--- src/hdl/assert_macros.svh ---
// Assertion helpers for the RTL. Each expects clk and rst in scope.
`ifndef ASSERT_MACROS_SVH
`define ASSERT_MACROS_SVH

// The consequent must hold in the same cycle as the antecedent.
`define ASSERT_IMP(name, ante, cons) \
  name: assert property (@(posedge clk) disable iff (rst) (ante) |-> (cons)) \
    else $error("%m: implication failed");

// The expression must never be true out of reset.
`define ASSERT_NEVER(name, expr) \
  name: assert property (@(posedge clk) disable iff (rst) !(expr)) \
    else $error("%m: forbidden condition seen");

`endif

--- src/hdl/fbkr_pkg.sv ---
package fbkr_pkg;

  // Number of key fields in a request; the request struct carries four keys.
  localparam int MAX_KEYS  = 4;
  // Header is two words, each key slot is two words.
  localparam int NUM_WORDS = 2 + 2 * MAX_KEYS;
  localparam int WCNT_W    = $clog2(NUM_WORDS + 1);
  // One remainder step per dividend bit.
  localparam int DIV_STEPS = 64;

  localparam logic [31:0] HASH_SEED = 32'd42;
  localparam logic [31:0] MIX_C1    = 32'hcc9e2d51;
  localparam logic [31:0] MIX_C2    = 32'h1b873593;
  localparam logic [31:0] MIX_ADD   = 32'he6546b64;
  localparam logic [31:0] FIN_C1    = 32'h85ebca6b;
  localparam logic [31:0] FIN_C2    = 32'hc2b2ae35;

  // Configuration register indexes.
  localparam logic [1:0] CFG_BUCKET_COUNT = 2'd0;
  localparam logic [1:0] CFG_BUCKET_MODE  = 2'd1;
  localparam logic [1:0] CFG_KEY_COUNT    = 2'd2;
  localparam logic [1:0] CFG_KEY_WIDTHS   = 2'd3;

  // Key width codes.
  localparam logic [1:0] KW_BYTE1 = 2'd0;
  localparam logic [1:0] KW_BYTE2 = 2'd1;
  localparam logic [1:0] KW_BYTE4 = 2'd2;
  localparam logic [1:0] KW_BYTE8 = 2'd3;

  typedef struct packed {
    logic signed [63:0] key_0;
    logic signed [63:0] key_1;
    logic signed [63:0] key_2;
    logic signed [63:0] key_3;
    logic [3:0]         null_mask;
  } request_t;

  typedef struct packed {
    logic [30:0] bucket;
    logic        mode_error;
  } result_t;

  // Bus that runs through the front stages and the hash chain.
  typedef struct packed {
    logic                        valid;
    logic                        hash_mode;
    logic                        err;
    logic                        neg;
    logic [63:0]                 mag;
    logic [WCNT_W-1:0]           nwords;
    logic [WCNT_W-1:0]           remain;
    logic [31:0]                 h;
    logic [NUM_WORDS-1:0][31:0]  k;
  } mix_bus_t;

  // Bus that runs through the remainder chain.
  typedef struct packed {
    logic        valid;
    logic        err;
    logic        neg;
    logic [30:0] rem;
    logic [63:0] dvd;
  } div_bus_t;

endpackage

--- src/hdl/fbkr_div_cell.sv ---
module fbkr_div_cell
  import fbkr_pkg::*;
(
  input  logic        clk,
  input  logic        rst,
  input  logic [30:0] divisor,
  input  div_bus_t    bus_in,
  output div_bus_t    bus_out
);

  div_bus_t bus_next;
  logic [31:0] t;
  logic [31:0] diff;

  // One restoring remainder step: bring in the next dividend bit, subtract if it fits.
  always_comb begin
    t = {bus_in.rem, bus_in.dvd[63]};
    diff = t - {1'b0, divisor};
    bus_next = bus_in;
    bus_next.dvd = {bus_in.dvd[62:0], 1'b0};
    bus_next.rem = (t >= {1'b0, divisor}) ? diff[30:0] : t[30:0];
  end

  always_ff @(posedge clk) begin
    if (rst) begin
      bus_out.valid <= 1'b0;
    end else begin
      bus_out <= bus_next;
    end
  end

endmodule
--- config.mk ---
export PLATFORM = sky130hd
export DESIGN_NAME = fbkr_div_cell
export DESIGN_NICKNAME = d
export VERILOG_FILES = /design/src/hdl/assert_macros.svh /design/src/hdl/fbkr_pkg.sv /design/src/hdl/fbkr_div_cell.sv
export SDC_FILE = /design/constraint.sdc
export NUM_CORES = 1
export LEC_CHECK = 0
export BUFFER_PORTS_ARGS = -buffer_cell sky130_fd_sc_hd__buf_2
export CAP_MARGIN = 20
export CELL_PAD_IN_SITES_DETAIL_PLACEMENT = 1
export CELL_PAD_IN_SITES_GLOBAL_PLACEMENT = 1
export CORE_MARGIN = 2
export CORE_UTILIZATION = 33
export CTS_BUF_LIST = sky130_fd_sc_hd__clkbuf_4 sky130_fd_sc_hd__clkbuf_8
export DETAILED_ROUTE_END_ITERATION = 8
export HOLD_SLACK_MARGIN = 0.02
export PLACE_DENSITY_LB_ADDON = 0.1
export SYNTH_ARGS = -nofsm -noshare
export SYNTH_HDL_FRONTEND = slang
export SYNTH_SLANG_ARGS = --single-unit
--- constraint.sdc ---
create_clock -name clk -period 2.3 [get_ports clk]
set_input_delay 0 -clock clk [delete_from_list [all_inputs] [get_ports clk]]
set_output_delay 0 -clock clk [all_outputs]
set_load 0.03 [all_outputs]
# ---- After elaboration in Yosys (flattened, before gate mapping)
# Cells that the tools add are included.
dict set report op_classes {
  eq_ne 0
  n_mux 1
  order_cmp 1
  multipliers 0
  div 0
  addsub 1
  reduce_logical 0
  shift 0
  bitwise_logic 0
}
# cell count
set op_table {}
lappend op_table {{greater-or-equal comparator 32 x 31 -> 1 bit} 1}
lappend op_table {{two-way mux 31 bit} 1}
lappend op_table {{subtractor 31 bit} 1}
dict set report totals {
  in_bits 131
  out_inout_bits 98
  memories 0
  ff_bits 97
  ram_bits 0
  word_cells 8
  romBits 0
  latchBits 0
}

# ---- Logic depth before layout (Yosys ltp)
dict set report logic_depth {
  word_depth 2
  mapped_depth 12
  ltp_nobuf 11
}

# ---- Worst setup path after synthesis
# OpenSTA, ideal clock, no wires.
dict set report synth_timing {
  path_type {input to register}
  startpoint {input port rst}
  endpoint {register bus_out[10] (netlist bit) (enable)}
  path_buffers 0
  setup_time_ns 0.449
  slack_ns -0.006
  cell_stages 1
  arrival_ns 1.857
  required_time_ns 1.851
  cell_sequence {inv_1}
}
# element line_no
set synth_rtl {}
lappend synth_rtl {{from (decl)} fbkr_div_cell.sv:5} ;# input logic rst,
lappend synth_rtl {{to (signal assigned)} fbkr_div_cell.sv:28} ;# bus_out <= bus_next;
lappend synth_rtl {{to (decl)} fbkr_div_cell.sv:8} ;# output div_bus_t bus_out
# No word-level cell between the ends.

==> impl_metrics.py <==
metrics = {
    "layout": {
        "regMostFlops": "bus_out",
        "diodes": 0,
        "seqCellArea_mm2": 0.00290,
        "top_regs": "bus_out (97)",
        "areaGrowthSynthToFinish_pct": 60.0,
        "layout_common_cells": "buf_2 (227), edfxtp_1 (96), dlygate4sd3_1 (96)",
        "layout-drive-gt1-share": 0.414,
        "final_common_cell": "buf_2",
        "largest_reg_flops": 97,
        "final.fill_count": 1715,
        "multi_input_area_mm2": 0.00206,
        "nets": 982,
    },
    "power_and_ir_drop": {
        "vdd_drop_max_v": 0.000395,
        "total_power_w": 0.00498,
        "p_per_area_mw_per_mm2": 612,
        "p_leak_nw": 3.70,
    },
    "clock_tree": {
        "cts_buffers": 9,
        "clock-sinks": 97,
        "cts_root_buf": "clkbuf_8",
        "cts_tree": "yes",
        "clockBufferDepth": 2,
        "htreeDepth": 3,
        "path_clk_slew_ns": 0.11,
        "cts_setup_buffers": 0,
    },
    "yosys": {
        "async_reset_ff_frac": 0,
        "syn_avg_cell_area_um2": 11.7,
        "synth_enable_flop_cells": 96,
        "synth_fp_nets": 598,
        "synth_warnings": 0,
        "synth_flop_cell": "edfxtp_1",
        "synth_cell_types": 57,
        "yosysSeqAreaShare": 0.570,
        "synth_cells": 435,
        "synth-seq-cells": 97,
        "synth_area_mm2": 0.00509,
    },
    "route": {
        "routed-wl-met3_mm": 1.01,
        "drt_first_pass_iters": 4,
        "met1Wirelength_mm": 6.90,
        "vias_per_cell": 4.78,
        "route.detailed.drc": 0,
        "drtIter0Drc": 161,
        "drt_wl_total_mm": 17.2,
        "ant_nets": 0,
        "wl_met2_mm": 8.86,
        "wl_per_cell_um": 17.0,
        "vias": 4841,
        "highest_layer": "met5",
    },
    "floorplanning": {
        "core_mm2": 0.0151,
        "ioPinCount": 229,
        "start_util": 0.336,
        "fp.dieW_um": 128,
        "die_h_um": 128,
        "rows": 45,
        "die_area_mm2": 0.0164,
    },
    "global_routing": {
        "grt_use_total": 0.210,
        "grt_pass1_wl_mm": 26.8,
        "grt_max_degree": 55,
        "grt_pass1_vias": 5302,
        "grt_antenna_before_repair": 1,
        "overflow": 0,
    },
    "timing": {
        "setup_viol": 0,
        "rsz0062_at_grt": "no",
        "fin_crit_ns": 2.18,
        "maxSlewViolCount": 0,
        "relSlewSlack": 0.613,
        "hold_viol_final": 0,
        "period_share": 0.950,
        "fmax_mhz": 458,
        "setup_ws_ns": 0.116,
        "tightestPinTransition_ns": 0.579,
    },
    "run": {
        "maxCapViolations": 0,
    },
    "status": {
        "run_status": "finished clean",
    },
    "worst_setup_path": {
        "crit_type": "input port to register",
        "end_kind": "register",
        "critPathMaxFanout": 10,
        "startpoint_type": "input port",
        "arrival_ns": 2.31,
        "critPathRequiredTime_ns": 2.43,
    },
    "placement": {
        "hpwl_mm": 12.0,
        "place_congestion": 0.819,
        "dp_slack_ns": -0.298,
        "io_buffers": 227,
    },
    "worst_hold_path": {
        "hold_class": "input port to register",
    },
}
cells in the mapped netlist, types with 5 or more instances:
master	n	area, um^2
o21ai_1	14	70.1
a21oi_1	48	240
edfxtp_1	96	2880
buf_4	5	37.5
ha_1	31	388
o21ai_0	12	60.1
nor2_1	29	109
nand4_1	6	37.5
xnor2_1	12	105
nand2_1	30	113
a21o_1	16	120
xor2_1	14	123
nand3_1	8	40.0
inv_1	42	158
power breakdown:
group          leakage [nW]  total (W)  internal [W]  switching [W]
clock                0.0844    0.00109      0.000419       0.000673
sequential            0.948    0.00222       0.00217      0.0000502
combinational          2.67    0.00167      0.000693       0.000981
total                  3.70    0.00498       0.00328        0.00170
stage by stage:
stage	setup TNS, ns	instance area (um^2)	cells	util	hold slack (ns)
after floorplan	0	5090	435	-	0.0716
after global placement	-1.80	6890	900	0.455	0.177
after detailed placement	-5.01	6890	900	0.455	0.178
after CTS	0	8030	1011	0.530	0.0206
after global routing	0	8150	1012	0.538	0.0997
final	0	8150	1012	0.538	0.0590
path summary, 6_finish.rpt:
| kind | start | end | slack (ns) | depth (start not counted) |
|---|---|---|---|---|
| max | bus_in[92] | bus_out[90] | 0.12 | 9 |
| min | bus_in[70] | bus_out[71] | 0.06 | 4 |
area by class of cell:
| class | instances | area share |
|---|---|---|
| clock buffers | 10 | 0.0161 |
| inverters | 42 | 0.0198 |
| well taps | 188 | 0.0289 |
| clock inverters | 6 | 0.00630 |
| flip-flops and latches | 97 | 0.356 |
| multi-input cells | 284 | 0.253 |
| repair buffers | 385 | 0.319 |
critical path, cell delays in order:
cell and delay [ns]:
dlygate4sd3_1 0.55, buf_2 0.14, ha_1 0.34, a21oi_2 0.21, o21ai_1 0.15, a221oi_4 0.40
o21a_4 0.23, buf_4 0.19, o31ai_2 0.09
per-layer routing:
metal  vias up  track usage
met1      2295        0.237
met2       158        0.385
met5         -            0
met4         2       0.0724
met3        35       0.0505
li1       2351            -
repair_timing:
item | CTS | global route
endpoints found under the hold margin | 94 | 1
gates resized for setup | 0 | 21
setup endpoints to repair | 0 | 31
hold buffers | 95 | 1
kinds of logic after synthesis:
family,synth area share
other,0.000737
adder cells (fa/ha/maj),0.0801
AND/OR/NAND/NOR,0.0929
buffers and inverters,0.0457
AO/OA/AOI/OAI,0.165
flip-flops,0.570
XOR/XNOR,0.0447
(Power assumes the default switching activity.)
