<file path="src/hdl/assert_macros.svh">
// Assertion helpers for the RTL. Each expects clk and rst in scope.
`ifndef ASSERT_MACROS_SVH
`define ASSERT_MACROS_SVH

// The consequent must hold in the same cycle as the antecedent.
`define ASSERT_IMP(name, ante, cons) \
  name: assert property (@(posedge clk) disable iff (rst) (ante) |-> (cons)) \
    else $error("%m: implication failed");

// The expression must never be true out of reset.
`define ASSERT_NEVER(name, expr) \
  name: assert property (@(posedge clk) disable iff (rst) !(expr)) \
    else $error("%m: forbidden condition seen");

`endif

</file>
<file path="src/hdl/fbkr_pkg.sv">
package fbkr_pkg;

  // Number of key fields in a request; the request struct carries four keys.
  localparam int MAX_KEYS  = 4;
  // Header is two words, each key slot is two words.
  localparam int NUM_WORDS = 2 + 2 * MAX_KEYS;
  localparam int WCNT_W    = $clog2(NUM_WORDS + 1);
  // One remainder step per dividend bit.
  localparam int DIV_STEPS = 64;

  localparam logic [31:0] HASH_SEED = 32'd42;
  localparam logic [31:0] MIX_C1    = 32'hcc9e2d51;
  localparam logic [31:0] MIX_C2    = 32'h1b873593;
  localparam logic [31:0] MIX_ADD   = 32'he6546b64;
  localparam logic [31:0] FIN_C1    = 32'h85ebca6b;
  localparam logic [31:0] FIN_C2    = 32'hc2b2ae35;

  // Configuration register indexes.
  localparam logic [1:0] CFG_BUCKET_COUNT = 2'd0;
  localparam logic [1:0] CFG_BUCKET_MODE  = 2'd1;
  localparam logic [1:0] CFG_KEY_COUNT    = 2'd2;
  localparam logic [1:0] CFG_KEY_WIDTHS   = 2'd3;

  // Key width codes.
  localparam logic [1:0] KW_BYTE1 = 2'd0;
  localparam logic [1:0] KW_BYTE2 = 2'd1;
  localparam logic [1:0] KW_BYTE4 = 2'd2;
  localparam logic [1:0] KW_BYTE8 = 2'd3;

  typedef struct packed {
    logic signed [63:0] key_0;
    logic signed [63:0] key_1;
    logic signed [63:0] key_2;
    logic signed [63:0] key_3;
    logic [3:0]         null_mask;
  } request_t;

  typedef struct packed {
    logic [30:0] bucket;
    logic        mode_error;
  } result_t;

  // Bus that runs through the front stages and the hash chain.
  typedef struct packed {
    logic                        valid;
    logic                        hash_mode;
    logic                        err;
    logic                        neg;
    logic [63:0]                 mag;
    logic [WCNT_W-1:0]           nwords;
    logic [WCNT_W-1:0]           remain;
    logic [31:0]                 h;
    logic [NUM_WORDS-1:0][31:0]  k;
  } mix_bus_t;

  // Bus that runs through the remainder chain.
  typedef struct packed {
    logic        valid;
    logic        err;
    logic        neg;
    logic [30:0] rem;
    logic [63:0] dvd;
  } div_bus_t;

endpackage

</file>
<file path="src/hdl/fbkr_mix_cell.sv">
module fbkr_mix_cell
  import fbkr_pkg::*;
(
  input  logic     clk,
  input  logic     rst,
  input  mix_bus_t bus_in,
  output mix_bus_t bus_out
);

  mix_bus_t bus_next;
  logic [31:0] x;
  logic [31:0] r;

  // One hash round on the front word while words remain, then shift the words down.
  always_comb begin
    x = bus_in.h ^ bus_in.k[0];
    r = {x[18:0], x[31:19]};
    bus_next = bus_in;
    bus_next.k = bus_in.k >> 32;
    if (bus_in.remain != '0) begin
      bus_next.h = (r << 2) + r + MIX_ADD;
      bus_next.remain = bus_in.remain - 1'b1;
    end
  end

  always_ff @(posedge clk) begin
    if (rst) begin
      bus_out.valid <= 1'b0;
    end else begin
      bus_out <= bus_next;
    end
  end

endmodule

</file>
<file path="config.mk">
export PLATFORM = sky130hd
export DESIGN_NAME = fbkr_mix_cell
export DESIGN_NICKNAME = d
export VERILOG_FILES = /design/src/hdl/assert_macros.svh /design/src/hdl/fbkr_pkg.sv /design/src/hdl/fbkr_mix_cell.sv
export SDC_FILE = /design/constraint.sdc
export NUM_CORES = 1
export LEC_CHECK = 0
export ABC_AREA = 1
export BUFFER_PORTS_ARGS = -buffer_cell sky130_fd_sc_hd__buf_2
export CAP_MARGIN = 20
export CORE_AREA = 2 2 331 333
export DETAILED_ROUTE_END_ITERATION = 8
export DIE_AREA = 0 0 333 335
export GPL_TIMING_DRIVEN = 0
export HOLD_SLACK_MARGIN = 0.08
export PLACE_DENSITY = 0.38
export SYNTH_ARGS = -nofsm -noshare
export SYNTH_HDL_FRONTEND = slang
export SYNTH_SLANG_ARGS = --single-unit
export TNS_END_PERCENT = 20
</file>
<file path="constraint.sdc">
create_clock -name clk -period 22.7 [get_ports clk]
set_clock_uncertainty 0.1 [all_clocks]
set_input_delay 1.135 -clock clk [delete_from_list [all_inputs] [get_ports clk]]
set_output_delay 1.135 -clock clk [all_outputs]
set_load 0.03 [all_outputs]
</file>
Word-level counts from Yosys, hierarchy flattened

Index checks and enable logic that the tools add are counted.

Bitwise operators: 1
Reductions and logical operators: 1
Add/subtract/negate cells: 3
Mux-type cells: 1

Operator list:

| kind                   | number |
|---|---|
| $mux 36                | 1 |
| $add 32x32->32         | 1 |
| $add 32x32->32 const B | 1 |
| $xor 32x32->32         | 1 |
| $reduce_bool 4->1      | 1 |
| $sub 4x1->4 const B    | 1 |

Bits in registers: 396
Output and inout bits: 428
Bits of input ports: 430

Depth between registers and ports, before layout

Gate-level depths: netlist (run 1).

Depth after elaboration: 4
Gate-level depth with buffers: 16

Least setup slack after synthesis (run 1)

No wires, ideal clock.

Path kind: input to register
From: input rst
To: register bus_out[0] (netlist name), enable pin
Path buffers: 0
Arrival: 8.735 ns
Setup time: 0.741 ns
Slack: 13.124 ns
Required time: 21.859 ns
Stages on the path: 1
Path through: inv_1

RTL lines:

| what                   | RTL line            | RTL |
|---|---|---|
| start: declaration     | fbkr_mix_cell.sv:5  | `input logic rst,` |
| end signal: assignment | fbkr_mix_cell.sv:30 | `bus_out <= bus_next;` |
| end: declaration       | fbkr_mix_cell.sv:7  | `output mix_bus_t bus_out` |

No word-level cell between the ends.

==> impl_metrics.yaml, run 1 <==
clock_tree:
  cts_made_buffers: 52
  clock_path_buffers: 3
  cts_tree: "built"
  cts_resized: 0
  cts_num_sinks: 396
  cts_max_level: 2
  clk_pin_slew_ns: 0.06
  holdBufCountCts: 0
  post_cts_buffers: 0
  ctsRootBufferMaster: "clkbuf_16"
finish:
  drive_above_1_share: 0.4809
  largest_reg_flops: 396
  multi_input_area_sq_um: 3088
  registers.top_by_ff_count: "bus_out"
  layoutNonFillerInstCount: 3475
  fill_cells: 11810
  syn_to_final_growth_pct: 50.20
  top_regs: "bus_out (396)"
  layout_common_cells: "buf_2 (827), edfxtp_1 (395), nand2_1 (260)"
  fin_nets: 2490
  regArea_sq_um: 11880
  mostFrequentLayoutCell: "buf_2"
die:
  dieArea_sq_um: 111600
  io_pins: 858
  start_util: 0.1449
  die_y_um: 335
  rows: 121
  die_w_um: 333
  coreArea_sq_um: 108100
power_and_ir_drop:
  p_per_area_nw_per_um2: 98.38
  total_power_w: 0.002314
  peakVddDrop_mv: 0.05269
  leakagePower_nw: 10.56
detailed_routing:
  first_pass_iters: 7
  viasPerCell: 3.514
  drt_iter0_drc: 689
  post_drt_wl_per_cell_um: 25.50
  drc_errors: 0
  antenna_left: 0
  drt-total-wl_um: 88610
  route.vias.total: 12210
logic_synthesis:
  syn_inst: 1089
  seq_area_frac_synth: 0.7586
  synthesis.area_sq_um: 15660
  yosys.area.top_type: "edfxtp_1"
  yosysWarnings: 0
  netlist.area_leader.share: 0.7573
  yosys_register_bits: 396
  ys_types: 30
  synth_area_leaders: "edfxtp_1 (76%), nand2_1 (6.2%), ha_1 (4.5%), inv_1 (3.4%), buf_4 (1.5%)"
  post_synth.cell_area_avg_sq_um: 14.38
worst_setup_path:
  cp.required_ns: 22.92
  crit_type: "input pin to register"
  slowest_delay_ns: 0.57
  cpMaxStageDelayCell: "xnor2_1"
  crit_chain: "buf_2 -> xnor2_1 -> inv_1 -> ha_1 -> ha_1 -> nand2_2 -> inv_1 -> nand2_1 -> nand2_1 -> a21oi_1 -> nand2_1 -> xnor2_1 -> o21ai_1"
  cp_num_buf_inv: 3
  cp_common_cell: "nand2_1"
  crit_path_end_kind: "register"
  start_kind: "input pin"
  cp.arrival_ns: 3.83
  crit_fanout: 4
  path_delay_family: "XOR/XNOR gates"
grt:
  grt_use_total: 0.1510
  antenna_found_initial: 79
  grt_pass1_vias: 12300
  grt_max_degree: 121
  overflow: 0
  grt_pass1_wl_um: 112200
timing:
  period_share: 0.1589
  period_needed_ns: 3.607
  setup_ws_ns: 19.09
  setup_viol: 0
  tightest_slew_ns: 0.9827
  timing_max_transition_violations_final: 0
  slew_headroom: 0.3449
  tns_ns: 0
  rsz0062_at_grt: "false"
  max_freq_mhz: 277.2
  hold_viol: 0
outcome:
  outcome: "finished clean"
run:
  maxCapViolCount: 0
placement:
  gp_congestion: 0.8928
  placed_cells: 3363
  io_buffers: 825
  dp_slack_ns: 18.36
  hpwl_um: 74970
min_path:
  hold_class: "input pin to register"
[cell type report]
cell class / count / area share
Antenna cell: 15 / 0.001596
Tap cell: 1414 / 0.07520
Buffer: 38 / 0.01128
Clock buffer: 64 / 0.05808
Timing Repair Buffer: 829 / 0.1802
Sequential cell: 396 / 0.5051
Clock inverter: 33 / 0.01388
Inverter: 145 / 0.02345
Multi-Input combinational cell: 541 / 0.1313
[logic make-up (layout without fill, tap and decap cells)]
| group | Yosys count | in the layout | share of synthesized area |
|---|---|---|---|
| fa+ha+maj | 57 | 57 | 0.04601 |
| compound gates | 31 | 31 | 0.01023 |
| xor+xnor | 45 | 45 | 0.02516 |
| simple gates | 376 | 376 | 0.1081 |
| flops | 396 | 396 | 0.7586 |
| buf+inv | 183 | 1109 | 0.05168 |
| other cells | 1 | 47 | 0.0002394 |
[worst paths after layout]
kind	cells past startpoint	slack [ns]	startpoint	endpoint
worst max-delay path	13	19.09	bus_in[320]	bus_out[336]
worst min-delay path	1	0.59	bus_in[87]	bus_out[55]
[layer usage]
metal / vias up / part of all wire / track usage
li1: 5538 / - / -
met1: 5848 / 0.36 / 0.1604
met2: 634 / 0.48 / 0.2581
met3: 146 / 0.12 / 0.07737
met4: 46 / 0.035 / 0.04958
met5: - / 0.0033 / 0
[Yosys cell counts (all sizes together)]
library cell and instances:
ha 56, edfxtp 395, nor2 42, nand3b 11, clkinv 1, buf 34
a21o 1, clkbuf 4, o21ai 14, xnor2 27, nand4 4, inv 144
dfxtp 1, or2 5, conb 1, fa 1, xor2 18, a21oi 15
nand2 270, o21bai 1, nand3 44
[metrics by stage]
stage | hold slack [ns] | util | instance area, sq um
6_report | 0.5907 | 0.2176 | 23530
5_1_grt | 0.5314 | 0.2174 | 23500
4_1_cts | 0.5071 | 0.2173 | 23490
3_5_place_dp | 1.213 | 0.2016 | 21790
3_3_place_gp | 1.212 | 0.2005 | 21680
2_1_floorplan | 1.106 | - | 15780
[report_power, final]
part	internal (W)	switching (W)
Combinational	0.000158	0.000408
Sequential	0.000891	0.0000221
Clock	0.000478	0.000357
Total	0.00153	0.000787
No activity file was read; power rests on OpenSTA's default activity.
==> run 2, diff against run 1 <==
- ABC_AREA: 1 -> 0
- CORE_AREA: 2 2 331 333 -> 2 2 337 339
- DIE_AREA: 0 0 333 335 -> 0 0 339 341
- PLACE_DENSITY: 0.38 -> 0.36
- clock period: 22.7 -> 3.47 ns (I/O delays scaled with it)
==> run 2 against run 1 <==
Net effect: cell area increased by 15%; power rose to 6.6 times the previous value; highest routed layer unchanged; core utilization increased by 2.5 points; largest power group unchanged; synthesized cell count shrank 21%; critical path depth stayed put; combinational power grew to 6.8 times the previous value.
==> impl_metrics.yaml, run 2 <==
outcome:
  outcome: "finished clean"
logic_synthesis:
  syn_inst: 858
  yosys_register_bits: 396
  synth_common_cells: "edfxtp_1 (395), ha_1 (56), inv_1 (49)"
  yosys.area.top_type: "edfxtp_1"
  post_synth.cell_area_avg_sq_um: 17.51
  netlist.area_leader.share: 0.7896
  synthArstFlopShare: 0
  yosysMostFrequentCell: "edfxtp_1"
  synth_area_leaders: "edfxtp_1 (79%), ha_1 (4.7%), xor2_1 (1.9%), buf_4 (1.6%), xnor2_1 (1.6%)"
  yosysWarnings: 0
  ys_types: 56
  synthFlopType: "edfxtp_1"
  synthesis.area_sq_um: 15020
  seq_area_frac_synth: 0.7909
  synth_edf_count: 395
grt:
  grt_max_degree: 43
  overflow: 0
  grt_pass1_wl_um: 101800
  grt_use_total: 0.1231
  antenna_found_initial: 17
  grt_pass1_vias: 13440
finish:
  top_regs: "bus_out (396)"
  multi_input_area_sq_um: 2776
  largest_reg_flops: 396
  layout_common_cells: "buf_2 (828), dlygate4sd3_1 (404), edfxtp_1 (395)"
  fill_cells: 11890
  syn_to_final_growth_pct: 80.35
  regArea_sq_um: 11880
  layoutNonFillerInstCount: 3725
  registers.top_by_ff_count: "bus_out"
  drive_above_1_share: 0.4287
  fin_nets: 2669
  mostFrequentLayoutCell: "buf_2"
clock_tree:
  cts_tree: "built"
  post_cts_buffers: 0
  ctsRootBufferMaster: "clkbuf_16"
  cts_made_buffers: 51
  cts_max_level: 2
  clk_pin_slew_ns: 0.06
  cts_num_sinks: 396
  clock_path_buffers: 3
worst_setup_path:
  cp.arrival_ns: 3.58
  crit_fanout: 3
  crit_type: "input pin to register"
  crit_path_end_kind: "register"
  cp.required_ns: 3.75
  start_kind: "input pin"
  cp-startpoint: "bus_in[341]"
detailed_routing:
  antenna_left: 0
  route.vias.total: 12550
  drt_iter0_drc: 562
  drc_errors: 0
  first_pass_iters: 4
  drt-total-wl_um: 74250
  viasPerCell: 3.370
  post_drt_wl_per_cell_um: 19.93
timing:
  tightest_slew_ns: 0.9655
  slew_headroom: 0.3549
  timing_max_transition_violations_final: 0
  setup_ws_ns: 0.1633
  rsz0062_at_grt: "false"
  period_share: 0.9529
  max_freq_mhz: 302.4
  period_needed_ns: 3.307
  hold_viol: 0
  setup_viol: 0
power_and_ir_drop:
  leakagePower_nw: 11.42
  swShare: 0.3207
  peakVddDrop_mv: 0.3320
  clock_power_share: 0.351
  comb_power_share: 0.255
  seqPwrFrac: 0.394
  p_per_area_nw_per_um2: 560.4
  p_sw_w: 0.004869
  p_int_w: 0.01031
placement:
  hpwl_um: 59750
  placed_cells: 3225
  gp_congestion: 0.8573
  dp_slack_ns: -0.4879
  io_buffers: 825
min_path:
  hold_class: "input pin to register"
  hold_depth: 2
  hold_end: "bus_out[155]"
  hp-start: "bus_in[187]"
die:
  die_y_um: 341
  start_util: 0.1343
  io_pins: 858
  die_w_um: 339
  coreArea_sq_um: 111900
  rows: 123
  dieArea_sq_um: 115600
run:
  maxCapViolCount: 0
-- run 2: cell count changes in the layout (fill, tap and decap cells not counted), moves of 11 or more --
cell,previous run,this run
a21oi_1,15,37
buf_12,0,11
inv_1,142,48
diode_2,15,2
nand3_1,38,13
o21ai_0,9,21
a21o_1,1,16
xor2_1,18,32
dlygate4sd3_1,0,404
clkinv_1,4,15
nand2_1,260,36
-- run 2: logic make-up (layout without fill, tap and decap cells) --
logic type,count (synthesis),after routing,share of synthesized area
multiplexers,1,1,0.0006664
AO/OA/AOI/OAI,121,121,0.05331
other,1,34,0.0002496
AND/OR/NAND/NOR,122,122,0.03857
buffers and inverters,100,1434,0.03332
flip-flops,396,396,0.7909
adder cells (fa/ha/maj),57,57,0.04798
XOR/XNOR,60,60,0.03498
-- run 2: timing repair --
item,4_1_cts,5_1_grt
hold endpoints to repair,396,0
endpoints found under the setup margin,0,4
resized for setup,0,3
hold buffers,404,0
-- run 2: cell type report --
type / count / share of cell area
flip-flops and latches: 396 / 0.4386
repair buffers: 1240 / 0.3098
multi-input cells: 393 / 0.1025
well taps: 1500 / 0.06927
clock buffers: 62 / 0.04942
clock inverters: 32 / 0.01168
plain buffers: 51 / 0.01168
inverters: 49 / 0.006927
diodes: 2 / 0.0001847
-- run 2: routing by layer --
| metal | part of all wire | track usage |
|---|---|---|
| met5 | 0.00073 | 0 |
| met4 | 0.030 | 0.04222 |
| met3 | 0.060 | 0.02885 |
| met2 | 0.54 | 0.2322 |
| met1 | 0.37 | 0.1338 |
-- run 2: worst max path at each step --
stage	end	slack, ns	depth (start not counted)
2_1_floorplan	bus_out[0]	-3.03	1
3_3_place_gp	bus_out[327]	-6.57	2
3_5_place_dp	bus_out[343]	-0.49	13
4_1_cts	bus_out[340]	0.005	15
5_1_grt	bus_out[341]	0.03	13
6_report	bus_out[341]	0.16	13
-- run 2: worst max-delay path: stages --
cell and delay, ns:
buf_2 0.12, xnor2_1 0.47, ha_1 0.24, inv_1 0.04, ha_1 0.23, fa_1 0.45
a211oi_1 0.58, nor4_1 0.13, nor2_1 0.19, a21o_1 0.23, nand2_1 0.12, o21a_1 0.21
o31ai_1 0.39
-- run 2: stage by stage --
stage | instance area [sq um] | utilization | setup TNS, ns | total power (W) | hold slack, ns
3_3_place_gp | 21150 | 0.1890 | -2560.14 | 0.009667 | 0.2495
6_report | 27090 | 0.2421 | 0 | 0.01518 | 0.1573
4_1_cts | 27070 | 0.2419 | 0 | 0.01552 | 0.09371
2_1_floorplan | 15140 | - | -1196.14 | 0.008228 | 0.1451
5_1_grt | 27090 | 0.2421 | 0 | 0.01591 | 0.1201
3_5_place_dp | 21370 | 0.1910 | -4.816 | 0.009598 | 0.2516
-- run 2: power by group through the flow --
stage               logic [W]  clock network (W)  registers [W]
global placement      0.00352                  0        0.00615
detailed placement    0.00353                  0        0.00607
floorplan             0.00113                  0        0.00710
global route          0.00416            0.00572        0.00602
CTS                   0.00396            0.00558        0.00598
finish                0.00387            0.00533        0.00598
==> run 3, diff against run 2 <==
- CORE_AREA: 2 2 337 339 -> 10 10 322 324
- DIE_AREA: 0 0 339 341 -> 0 0 332 334
- PLACE_DENSITY: 0.36 -> 0.41
- clock period: 3.47 -> 2.85 ns (I/O delays scaled with it)
==> run 3 against run 2 <==
Net effect: combinational power up 26%; first-iteration DRC count up 18%; cell area up 1.5%; die area down 4.1%; sequential share of layout area down 0.65 points; clock power up 16%; critical path depth down 3; non-clock buffer count up 56; power up 21%; via count up 3.1%; largest power group unchanged.
==> impl_metrics.yaml, run 3 (same netlist as run 2, synthesis figures left out) <==
worst_setup_path:
  path_delay_family: "compound AO/OA/AOI/OAI gates"
  start_kind: "input pin"
  slowest_delay_ns: 0.57
  crit_chain: "dlygate4sd3_1 -> buf_2 -> xor2_1 -> ha_1 -> ha_2 -> a211o_1 -> o32a_1 -> a21oi_1 -> xor2_1 -> o21ai_0"
  crit_fanout: 6
  cp.required_ns: 3.05
  cp_num_buf_inv: 2
  cp.arrival_ns: 2.94
  crit_path_end_kind: "register"
  cpMaxStageDelayCell: "dlygate4sd3_1"
  crit_type: "input pin to register"
  cp_common_cell: "xor2_1"
finish:
  syn_to_final_growth_pct: 83.08
  fin_area_sq_um: 27500
  registers.top_by_ff_count: "bus_out"
  layout_common_cells: "buf_2 (828), dlygate4sd3_1 (462), edfxtp_1 (395)"
  top_regs: "bus_out (396)"
  regArea_sq_um: 11880
  fin_nets: 2723
  mostFrequentLayoutCell: "buf_2"
  fill_cells: 10100
  largest_reg_flops: 396
  multi_input_area_sq_um: 2963
  drive_above_1_share: 0.4296
power_and_ir_drop:
  seqPwrFrac: 0.397
  leakagePower_nw: 11.70
  clock_power_share: 0.337
  comb_power_share: 0.266
  p_sw_w: 0.005950
  peakVddDrop_mv: 0.5064
  p_per_area_nw_per_um2: 667.1
  swShare: 0.3243
  p_int_w: 0.01240
detailed_routing:
  drt_iter0_drc: 664
  first_pass_iters: 5
  antenna_left: 0
  post_drt_wl_per_cell_um: 22.05
  viasPerCell: 3.630
  drt-total-wl_um: 78640
  route.vias.total: 12950
  drc_errors: 0
outcome:
  outcome: "finished clean"
clock_tree:
  clock_path_buffers: 3
  cts_made_buffers: 49
  cts_num_sinks: 396
  cts_tree: "built"
  post_cts_buffers: 0
  clk_pin_slew_ns: 0.06
  ctsRootBufferMaster: "clkbuf_16"
  cts_max_level: 2
min_path:
  hold_class: "input pin to register"
  hold_depth: 2
  hp-start: "bus_in[271]"
  hold_end: "bus_out[239]"
timing:
  hold_viol: 0
  period_share: 0.9602
  setup_viol: 0
  timing_max_transition_violations_final: 0
  slew_headroom: 0.4617
  max_freq_mhz: 365.4
  setup_ws_ns: 0.1135
  period_needed_ns: 2.736
  rsz0062_at_grt: "false"
  tightest_slew_ns: 0.8074
placement:
  place_area_sq_um: 21080
  io_buffers: 825
  gp_congestion: 0.8348
  hpwl_um: 63540
  dp_slack_ns: -0.9561
die:
  die_y_um: 334
  dieArea_sq_um: 110900
  rows: 115
  die_w_um: 332
  coreArea_sq_um: 97560
  io_pins: 858
  start_util: 0.1540
grt:
  grt_pass1_vias: 13920
  antenna_found_initial: 21
  grt_pass1_wl_um: 108600
  overflow: 0
  grt_max_degree: 49
  grt_use_total: 0.1349
run:
  maxCapViolCount: 0
==> run 3: changes by cell type in the layout (fill, tap and decap cells not counted), moves of 2 or more <==
| cell | change |
|---|---|
| xor2_2 | +5 |
| clkbuf_1 | -3 |
| a21oi_1 | -3 |
| xnor2_2 | +10 |
| diode_2 | +5 |
| clkinv_1 | -3 |
| clkbuf_16 | -3 |
| a211oi_1 | -2 |
| a21oi_2 | +3 |
| xor2_1 | -5 |
| xnor2_1 | -11 |
| dlygate4sd3_1 | +58 |
==> run 3: power groups by stage <==
stage / sequential, W / combinational (W) / clock, W
finish: 0.00729 / 0.00488 / 0.00618
detailed placement: 0.00739 / 0.00427 / 0
CTS: 0.00729 / 0.00492 / 0.00646
global route: 0.00734 / 0.00521 / 0.00668
floorplan: 0.00864 / 0.00137 / 0
global placement: 0.00749 / 0.00424 / 0
==> run 3: what timing repair did <==
| action | in CTS | in global routing |
|---|---|---|
| hold endpoints to repair | 396 | 0 |
| endpoints found under the setup margin | 13 | 12 |
| pin swaps | 0 | 2 |
| resized for setup | 14 | 17 |
| hold buffers | 462 | 0 |
==> run 3: how the worst max path moves through the flow <==
stage                startpoint            to  slack, ns  cells past startpoint
global route          bus_in[0]  bus_out[342]      0.005                     13
finish              bus_in[328]  bus_out[344]       0.11                     10
detailed placement   bus_in[22]  bus_out[343]      -0.96                     13
floorplan                   rst    bus_out[0]      -3.62                      1
global placement            rst  bus_out[327]      -6.94                      2
CTS                  bus_in[31]  bus_out[342]      -0.01                     12
==> run 3: cell type report <==
cell class,count,share of cell area
Clock inverter,31,0.01174
Antenna cell,7,0.0006369
Sequential cell,396,0.4320
Timing Repair Buffer,1297,0.3256
Multi-Input combinational cell,393,0.1077
Inverter,49,0.006824
Clock buffer,56,0.04554
Buffer,50,0.01137
Tap cell,1287,0.05855
==> run 3: metal layers <==
layer / GRT usage / share of wire / wire, um / up-vias
met5: 0 / 0.0013 / 100 / -
met4: 0.05901 / 0.044 / 3444 / 18
met3: 0.04593 / 0.081 / 6352 / 141
met2: 0.2334 / 0.50 / 39070 / 615
met1: 0.1488 / 0.38 / 29670 / 6230
li1: - / - / - / 5942
==> run 3: stage by stage <==
stage / setup TNS, ns / total power, W / utilization / std cells / hold WS (ns)
after floorplan: -1428.79 / 0.01002 / - / 889 / 0.1141
after global placement: -2714.69 / 0.01173 / 0.2140 / 3001 / 0.2185
after detailed placement: -15.12 / 0.01166 / 0.2161 / 3011 / 0.2206
after CTS: -0.01539 / 0.01867 / 0.2807 / 3560 / 0.08020
after global routing: 0 / 0.01924 / 0.2818 / 3563 / 0.09371
final: 0 / 0.01835 / 0.2819 / 3566 / 0.1436
